[src/rtl/oahi_pkg.sv]
// Shared types and constants for the open-addressing hash insert block.
`default_nettype none
package oahi_pkg;
	localparam logic [1:0] ST_INSERTED = 2'd0;
	localparam logic [1:0] ST_OVERFLOW = 2'd1;
	localparam logic [1:0] ST_CLEARED  = 2'd2;

	localparam logic [1:0] MODE_LINEAR    = 2'd0;
	localparam logic [1:0] MODE_QUADRATIC = 2'd1;
	localparam logic [1:0] MODE_DOUBLE    = 2'd2;

	localparam logic CMD_INSERT = 1'b0;
	localparam logic CMD_CLEAR  = 1'b1;

	localparam logic CFG_TABLE_SIZE = 1'b0;
	localparam logic CFG_PROBE_MODE = 1'b1;

	localparam int SIZE_W  = 11;
	localparam int SLOT_W  = 10;
	localparam int PROBE_W = 11;
	localparam int KEY_W   = 32;

	// controller -> datapath
	typedef struct packed {
		logic load;      // capture key, start reductions
		logic red_step;  // one bit of the key reductions
		logic setup;     // form offsets and clear probe index
		logic addr;      // compute probe slot
		logic rd;        // issue map read
		logic mark;      // set the probed slot
		logic next;      // advance probe index
		logic clr_step;  // clear one map entry
		logic clr_start; // reset clear pointer
	} oahi_cmd_t;

	// datapath -> controller
	typedef struct packed {
		logic red_done;
		logic hit_free;
		logic last_probe;
		logic clr_done;
	} oahi_sts_t;
endpackage
`default_nettype wire

[src/rtl/oahi_ctrl.sv]
// Controller state machine for the open-addressing hash insert block.
`default_nettype none
module oahi_ctrl (
	input  wire logic             clk,
	input  wire logic             arst_n,
	input  wire logic             in_valid,
	input  wire logic             in_command,
	output logic                  in_stall,
	output logic                  out_valid,
	input  wire logic             out_stall,
	input  wire oahi_pkg::oahi_sts_t sts,
	output oahi_pkg::oahi_cmd_t   cmd,
	output logic [1:0]            res_kind
);
	import oahi_pkg::*;

	localparam logic [3:0] S_IDLE  = 4'd0;
	localparam logic [3:0] S_RED   = 4'd1;
	localparam logic [3:0] S_SETUP = 4'd2;
	localparam logic [3:0] S_ADDR  = 4'd3;
	localparam logic [3:0] S_RD    = 4'd4;
	localparam logic [3:0] S_TEST  = 4'd5;
	localparam logic [3:0] S_CLR   = 4'd6;
	localparam logic [3:0] S_OUT   = 4'd7;
	localparam logic [3:0] S_INIT  = 4'd8;

	logic [3:0] state_q, state_d;
	logic [1:0] kind_q, kind_d;
	logic       accept;

	assign in_stall  = (state_q != S_IDLE);
	assign out_valid = (state_q == S_OUT);
	assign accept    = in_valid && !in_stall;
	assign res_kind  = kind_q;

	always_comb begin
		state_d = state_q;
		kind_d  = kind_q;
		cmd     = '0;
		unique case (state_q)
			S_INIT: begin
				// post-reset sweep of the map, no result beat
				cmd.clr_step = 1'b1;
				if (sts.clr_done) state_d = S_IDLE;
			end
			S_IDLE: begin
				if (accept) begin
					if (in_command == CMD_CLEAR) begin
						cmd.clr_start = 1'b1;
						state_d = S_CLR;
					end else begin
						cmd.load = 1'b1;
						state_d = S_RED;
					end
				end
			end
			S_RED: begin
				cmd.red_step = 1'b1;
				if (sts.red_done) state_d = S_SETUP;
			end
			S_SETUP: begin
				cmd.setup = 1'b1;
				state_d = S_ADDR;
			end
			S_ADDR: begin
				cmd.addr = 1'b1;
				state_d = S_RD;
			end
			S_RD: begin
				cmd.rd = 1'b1;
				state_d = S_TEST;
			end
			S_TEST: begin
				if (sts.hit_free) begin
					cmd.mark = 1'b1;
					kind_d = ST_INSERTED;
					state_d = S_OUT;
				end else if (sts.last_probe) begin
					kind_d = ST_OVERFLOW;
					state_d = S_OUT;
				end else begin
					cmd.next = 1'b1;
					state_d = S_ADDR;
				end
			end
			S_CLR: begin
				cmd.clr_step = 1'b1;
				if (sts.clr_done) begin
					kind_d = ST_CLEARED;
					state_d = S_OUT;
				end
			end
			S_OUT: begin
				if (!out_stall) state_d = S_IDLE;
			end
			default: state_d = S_IDLE;
		endcase
	end

	always_ff @(posedge clk or negedge arst_n) begin
		if (!arst_n) begin
			state_q <= S_INIT;
			kind_q  <= ST_INSERTED;
		end else begin
			state_q <= state_d;
			kind_q  <= kind_d;
		end
	end

	a_busy_stall: assert property (@(posedge clk) disable iff (!arst_n)
		(state_q != S_IDLE) |-> in_stall)
		else $error("input taken while busy");
	a_out_hold: assert property (@(posedge clk) disable iff (!arst_n)
		(out_valid && out_stall) |=> (out_valid && $stable(kind_q)))
		else $error("stalled result changed");
	a_one_step: assert property (@(posedge clk) disable iff (!arst_n)
		$onehot0({cmd.load, cmd.red_step, cmd.setup, cmd.addr, cmd.rd,
			cmd.mark, cmd.next, cmd.clr_step, cmd.clr_start}))
		else $error("more than one datapath command");
endmodule
`default_nettype wire

[src/rtl/oahi_dp.sv]
// Datapath: key reduction, probe address generation and occupancy map.
`default_nettype none
module oahi_dp #(
	parameter int SLOTS = 1024
) (
	input  wire logic                      clk,
	input  wire logic                      arst_n,
	input  wire logic [oahi_pkg::KEY_W-1:0]  key,
	input  wire logic [oahi_pkg::SIZE_W-1:0] table_size,
	input  wire logic [1:0]                probe_mode,
	input  wire oahi_pkg::oahi_cmd_t       cmd,
	output oahi_pkg::oahi_sts_t            sts,
	output logic [oahi_pkg::SLOT_W-1:0]    slot_o,
	output logic [oahi_pkg::PROBE_W-1:0]   probes_o
);
	import oahi_pkg::*;

	localparam int AW = (SLOTS > 1) ? $clog2(SLOTS) : 1;
	localparam int MW = $clog2(SLOTS + 1);
	localparam int KBW = $clog2(KEY_W + 1);
	localparam int W  = (MW > SIZE_W) ? MW : SIZE_W;

	// effective modulus, saturated into [2, SLOTS]
	logic [W-1:0] m_eff, ts_ext;
	assign ts_ext = W'(table_size);
	always_comb begin
		if (ts_ext < W'(2)) m_eff = W'(2);
		else if (ts_ext > W'(SLOTS)) m_eff = W'(SLOTS);
		else m_eff = ts_ext;
	end

	logic [KEY_W-1:0] key_q;
	logic [KBW-1:0]   bit_q;
	logic [W-1:0]     r_q, rm1_q, m_q, m1_q;
	logic [W:0]       r_sh, rm1_sh;
	logic [W-1:0]     base_q, off_q, d_q, i_q;
	logic [W-1:0]     slot_q;
	logic             rd_q;
	logic [MW-1:0]    clr_q;
	logic [1:0]       mode_q;
	logic             map_mem [SLOTS];

	// restoring reduction, one key bit per cycle for k mod m and k mod (m-1)
	assign r_sh   = {r_q, key_q[KEY_W-1]};
	assign rm1_sh = {rm1_q, key_q[KEY_W-1]};

	function automatic logic [W-1:0] modadd(input logic [W-1:0] a,
			input logic [W-1:0] b, input logic [W-1:0] m);
		logic [W:0] s;
		s = {1'b0, a} + {1'b0, b};
		if (s >= {1'b0, m}) s = s - {1'b0, m};
		return s[W-1:0];
	endfunction

	// small constant (below 7) mod m, m >= 2: three subtractions at most
	function automatic logic [W-1:0] small_mod(input logic [W-1:0] c,
			input logic [W-1:0] m);
		logic [W-1:0] v;
		v = c;
		for (int j = 0; j < 3; j++) begin
			if (v >= m) v = v - m;
		end
		return v;
	endfunction

	always_ff @(posedge clk) begin
		if (cmd.load) begin
			key_q  <= key;
			r_q    <= '0;
			rm1_q  <= '0;
			m_q    <= m_eff;
			m1_q   <= m_eff - W'(1);
			mode_q <= probe_mode;
		end else if (cmd.red_step) begin
			key_q <= {key_q[KEY_W-2:0], 1'b0};
			r_q   <= (r_sh >= {1'b0, m_q}) ? W'(r_sh - {1'b0, m_q}) : r_sh[W-1:0];
			rm1_q <= (rm1_sh >= {1'b0, m1_q}) ? W'(rm1_sh - {1'b0, m1_q})
				: rm1_sh[W-1:0];
		end
		if (cmd.setup) begin
			// offset(i) = base + off; off advances by d, d by 6 (quadratic)
			base_q <= r_q;
			off_q  <= '0;
			i_q    <= '0;
			if (mode_q == MODE_QUADRATIC) begin
				d_q <= small_mod(W'(4), m_q);
			end else if (mode_q == MODE_DOUBLE) begin
				d_q <= modadd(rm1_q, W'(1), m_q);
			end else begin
				d_q <= W'(1);
			end
		end
		if (cmd.addr) slot_q <= modadd(base_q, off_q, m_q);
		if (cmd.next) begin
			i_q   <= i_q + W'(1);
			off_q <= modadd(off_q, d_q, m_q);
			if (mode_q == MODE_QUADRATIC) begin
				// delta(i) = 6i + 4 mod m, stepped by 6 mod m
				d_q <= modadd(d_q, small_mod(W'(6), m_q), m_q);
			end
		end
	end

	always_ff @(posedge clk) begin
		if (cmd.rd) rd_q <= map_mem[slot_q[AW-1:0]];
		if (cmd.mark) map_mem[slot_q[AW-1:0]] <= 1'b1;
		else if (cmd.clr_step) map_mem[clr_q[AW-1:0]] <= 1'b0;
	end

	always_ff @(posedge clk or negedge arst_n) begin
		if (!arst_n) clr_q <= '0;
		else if (cmd.clr_start) clr_q <= '0;
		else if (cmd.clr_step) clr_q <= clr_q + MW'(1);
	end

	assign sts.red_done   = (bit_q == KBW'(KEY_W - 1));
	assign sts.hit_free   = !rd_q;
	assign sts.last_probe = (i_q == m_q - W'(1));
	assign sts.clr_done   = (clr_q == MW'(SLOTS - 1));

	always_ff @(posedge clk or negedge arst_n) begin
		if (!arst_n) bit_q <= '0;
		else if (cmd.load) bit_q <= '0;
		else if (cmd.red_step) bit_q <= bit_q + KBW'(1);
	end

	assign slot_o   = SLOT_W'(slot_q);
	assign probes_o = PROBE_W'(i_q + W'(1));
endmodule
`default_nettype wire

[src/rtl/open_addressing_hash_insert.sv]
// Open-addressing hash insert: top level with config registers and result register.
// Insert: accept, key reduction and setup, then an address, read and test step per probe
//   until a free slot or the last probe gives the result beat; one item at a time.
// Clear: sweeps the occupancy memory, one entry a cycle, then gives the result.
// Reset clears control state and config (table_size = 1024, probe_mode = linear), then a
//   sweep frees every slot while the input stalls.
`default_nettype none
module open_addressing_hash_insert #(
	parameter int SLOTS = 1024
) (
	input  wire logic                        clk,
	input  wire logic                        arst_n,
	input  wire logic                        cfg_we,
	input  wire logic                        cfg_index,
	input  wire logic [oahi_pkg::SIZE_W-1:0]  cfg_data,
	input  wire logic                        in_valid,
	output logic                             in_stall,
	input  wire logic                        command,
	input  wire logic [oahi_pkg::KEY_W-1:0]   key,
	output logic                             out_valid,
	input  wire logic                        out_stall,
	output logic [1:0]                       status,
	output logic [oahi_pkg::SLOT_W-1:0]       slot,
	output logic [oahi_pkg::PROBE_W-1:0]      probes
);
	import oahi_pkg::*;

	logic [SIZE_W-1:0] table_size_q;
	logic [1:0]        probe_mode_q;
	oahi_cmd_t         cmd;
	oahi_sts_t         sts;
	logic [1:0]        kind;
	logic [SLOT_W-1:0]  dp_slot;
	logic [PROBE_W-1:0] dp_probes;

	// config registers
	always_ff @(posedge clk or negedge arst_n) begin
		if (!arst_n) begin
			table_size_q <= SIZE_W'(1024);
			probe_mode_q <= MODE_LINEAR;
		end else if (cfg_we) begin
			if (cfg_index == CFG_TABLE_SIZE) table_size_q <= cfg_data;
			else probe_mode_q <= cfg_data[1:0];
		end
	end

	oahi_ctrl u_ctrl (
		.clk, .arst_n, .in_valid, .in_command(command), .in_stall,
		.out_valid, .out_stall, .sts, .cmd, .res_kind(kind)
	);

	oahi_dp #(.SLOTS(SLOTS)) u_dp (
		.clk, .arst_n, .key, .table_size(table_size_q), .probe_mode(probe_mode_q),
		.cmd, .sts, .slot_o(dp_slot), .probes_o(dp_probes)
	);

	// result beat fields; datapath holds still while the result waits
	assign status = kind;
	always_comb begin
		case (kind)
			ST_INSERTED: begin
				slot   = dp_slot;
				probes = dp_probes;
			end
			ST_OVERFLOW: begin
				slot   = '0;
				probes = dp_probes;
			end
			default: begin
				slot   = '0;
				probes = '0;
			end
		endcase
	end
endmodule
`default_nettype wire

[config.mk]
export PLATFORM = sky130hd
export DESIGN_NAME = open_addressing_hash_insert
export DESIGN_NICKNAME = d
export VERILOG_FILES = /design/src/rtl/oahi_pkg.sv /design/src/rtl/oahi_ctrl.sv /design/src/rtl/oahi_dp.sv /design/src/rtl/open_addressing_hash_insert.sv
export SDC_FILE = /design/constraint.sdc
export NUM_CORES = 2
export LEC_CHECK = 0
export ABC_CLOCK_PERIOD_IN_PS = 37200
export BUFFER_PORTS_ARGS = -buffer_cell sky130_fd_sc_hd__buf_2
export CORE_ASPECT_RATIO = 1.75
export CORE_UTILIZATION = 47
export CTS_CLUSTER_DIAMETER = 60
export DETAILED_ROUTE_END_ITERATION = 8
export GPL_ROUTABILITY_DRIVEN = 0
export GPL_TIMING_DRIVEN = 0
export HOLD_SLACK_MARGIN = 0.06
export SETUP_SLACK_MARGIN = 0.3
export SLEW_MARGIN = 40
export SYNTH_ARGS = -nofsm -noshare
export SYNTH_HDL_FRONTEND = slang
export SYNTH_SLANG_ARGS = --single-unit
[constraint.sdc]
create_clock -name clk -period 37.2 [get_ports clk]
set_input_delay 5.58 -clock clk [delete_from_list [all_inputs] [get_ports clk]]
set_output_delay 5.58 -clock clk [all_outputs]
set_load 0.05 [all_outputs]
==> out/qor.csv <==
metric,value,unit
routedWlPerCell,30.2,µm
die_x,268,µm
wl,200,mm
synth_top_family_by_area,simple AND/OR/NAND/NOR gates,
wl_met3,15.8,mm
ios,75,
dr.max_layer_used,met5,
ctsRootBufferMaster,clkbuf_16,
slowest_delay,0.48,ns
dp_hpwl,141,mm
cts_tree,yes,
p_int,3.08,mW
synthMuxAreaShare,11.1,%
grt_max_degree,67,
cap_violations,0,
synthArstFlopShare,3.02,%
r2r_start,u_dp.m_q[2]$_DFFE_PP_,
synthSimpleGateAreaFrac,12.9,%
r2r_cells,40,
path_class,reg -> reg,
dieHeight,468,µm
switchingPower,2.08,mW
grt_setup_unrepaired,false,
fmax,93.8,MHz
drtPass1Iterations,9,
nets,5112,
critical_path.startpoint_type,flop,
place_inst,6436,
cp_max_fo,12,
setup-violations-final,0,
slew_headroom,35.4,%
drt_iter0_markers,4508,
cts_buffers,108,
coreArea,123000,µm²
m1WireLength,63.2,mm
syn-cell-area,58400,µm²
synth_edf_count,1124,
htreeDepth,3,
crit_arrival,11.27,ns
period_needed,10.66,ns
ys.flop_type,edfxtp_1,
swShare,40.4,%
grt_pass1_vias,40685,
row_count,170,
grt_pass1_wl,280,mm
yosysWarnings,0,
r2r_end,u_dp.d_q[8]$_DFF_P_,
final_cells,6646,
hold_depth,0,
fin_tns_setup,0,ns
post-route-period-util,28.7,%
fill_cells,10762,
synth_xor_area_share,2.07,%
leakage,21.5,nW
synth_nets,4880,
drc_errors,0,
hp-class,reg -> reg,
clk_pin_slew,0.07,ns
power_frac_seq,33.4,%
maxSlewViolCount,0,
synth_seq_cells,1193,
numPortBuffers,74,
worst-slew-pin-transition,0.966,ns
avgViaCountPerCell,6.18,
final_antenna_net_count,0,
antenna_found_initial,10,
synth_compound_area_share,7.21,%
clkPwrFrac,22.9,%
grt_overflow,0,
hold_viol_final,0,
power,5.16,mW
vias,41069,
post_cts.repair.setup_buffers,0,
holdPathEnd,u_dp.mode_q[1]$_DFFE_PP_,
syn_inst,4682,
postSynthAreaPerCell,12.5,µm²
area_growth,12.5,%
cts_resized,0,
clkSinkCount,1193,
start_util,47.5,%
gr-usage-all-layers,32.1,%
cp_data_required_time,37.81,ns
hold_buffers,0,
wl_met2,101,mm
yosys.area_share.adder,3.31,%
ir_drop,0.0000624,V
hp-start,probe_mode_q[1]$_DFFE_PN0P_,
seq_area_frac_synth,60.5,%
slowest_stage,inv_1,
dieArea,126000,µm²
layout-drive-gt1-share,15.0,%
r2r_setup_slack,26.54,ns
clk_path_buf_depth,3,
outcome,finished clean,
end_kind,flop,
combPwrFrac,43.7,%
synth_cell_type_count,93,
clk_latency,0.76,ns
finalClockSkew,0.0363,ns
power_density,78.5,nW/µm²
[cells in the mapped netlist (all sizes together), types with 41 or more instances]
master	instances	area (µm²)
ha	137	1710
inv	95	357
nor2	1227	4610
clkbuf	281	1050
edfxtp	1124	33800
a22oi	72	546
mux4	257	5790
nand2	307	1150
mux2i	41	410
nand3	46	230
buf	66	290
xnor2	82	718
a21oi	133	673
a221oi	42	398
o21ai	105	533
nor3	52	265
xor2	56	490
[stage by stage]
step,hold WS [ns],setup slack (ns),util (%),cell area (µm²)
detailed placement,0.432,26.56,50.4,62000
floorplan,0.419,16.72,-,58400
finish,0.448,26.54,53.4,65700
CTS,0.448,26.50,53.4,65600
global placement,0.447,4.52,49.5,60800
global route,0.465,25.54,53.4,65700
[per-layer routing]
| metal | vias to the layer above | track usage (%) |
|---|---|---|
| li1 | 17662 | - |
| met1 | 20505 | 33.0 |
| met2 | 2172 | 56.1 |
| met3 | 722 | 6.09 |
| met4 | 8 | 26.9 |
| met5 | - | 0 |
[power by group through the flow]
stage	clock network, mW	registers [mW]	logic, mW
after floorplan	0	1.85	1.35
after global placement	0	1.97	2.09
after detailed placement	0	1.75	2.20
after CTS	1.18	1.72	2.21
after global routing	1.23	1.73	2.36
final	1.18	1.72	2.26
[state kept, by name, summed over array words and instances, names as in the netlist]
signal	cells
probe_mode_q	2
table_size_q	11
u_ctrl.res_kind	2
u_ctrl.state_q	4
u_dp.base_q	11
u_dp.bit_q	6
u_dp.clr_q	11
u_dp.d_q	11
u_dp.i_q	11
u_dp.key_q	32
u_dp.m1_q	11
u_dp.m_q	11
u_dp.map_mem	1024
u_dp.mode_q	2
u_dp.off_q	11
u_dp.r_q	11
u_dp.rd_q	1
u_dp.rm1_q	11
u_dp.slot_q	10
[cell families after synthesis]
kind of cell | after synthesis
simple gates | 1824
flops | 1193
compound gates | 610
buf+inv | 444
mux | 325
fa+ha+maj | 148
xor+xnor | 138
[layout by cell type (no fill, tap or decap), types with 82 or more instances in the layout]
cell type,count
nor2_1,1224
edfxtp_1,1124
nand2_1,306
mux4_2,257
clkbuf_1,212
ha_1,137
a21oi_1,130
buf_2,122
clkbuf_16,109
o21ai_0,99
inv_1,91
clkbuf_2,88
xnor2_1,82
[worst max path at each step]
stage	endpoint	slack [ns]	startpoint
floorplan	u_dp.map_mem[0]$_DFFE_PP_	16.72	u_ctrl.state_q[2]$_DFFE_PN0P_
global placement	u_ctrl.state_q[0]$_DFFE_PN0P_	4.52	u_ctrl.state_q[2]$_DFFE_PN0P_
detailed placement	u_dp.d_q[8]$_DFF_P_	26.56	u_dp.m_q[2]$_DFFE_PP_
CTS	u_dp.d_q[8]$_DFF_P_	26.50	u_dp.m_q[2]$_DFFE_PP_
global route	u_dp.d_q[8]$_DFF_P_	25.54	u_dp.m_q[2]$_DFFE_PP_
finish	u_dp.d_q[8]$_DFF_P_	26.54	u_dp.m_q[2]$_DFFE_PP_
[cell type report]
type	count	area [µm²]	share of cell area (%)
Inverter	97	364	0.554
Antenna cell	4	10.0	0.0152
Clock buffer	131	2830	4.31
Sequential cell	1193	35300	53.8
Buffer	347	1480	2.26
Clock inverter	73	827	1.26
Tap cell	1634	2040	3.11
Timing Repair Buffer	122	1370	2.08
Multi-Input combinational cell	3045	21500	32.7
[worst max-delay path, delay by kind of cell (launching register included)]
kind | cells | cell delay [ns]
AOI/OAI and AO/OA | 20 | 5.01
buffers and inverters | 8 | 2.51
adders and majority gates | 5 | 1.45
and+or+nand+nor | 5 | 0.68
muxes | 1 | 0.38
DFF | 1 | 0.37
xor gates and xnor gates | 1 | 0.11
Power figures use the tool's default switching activity.
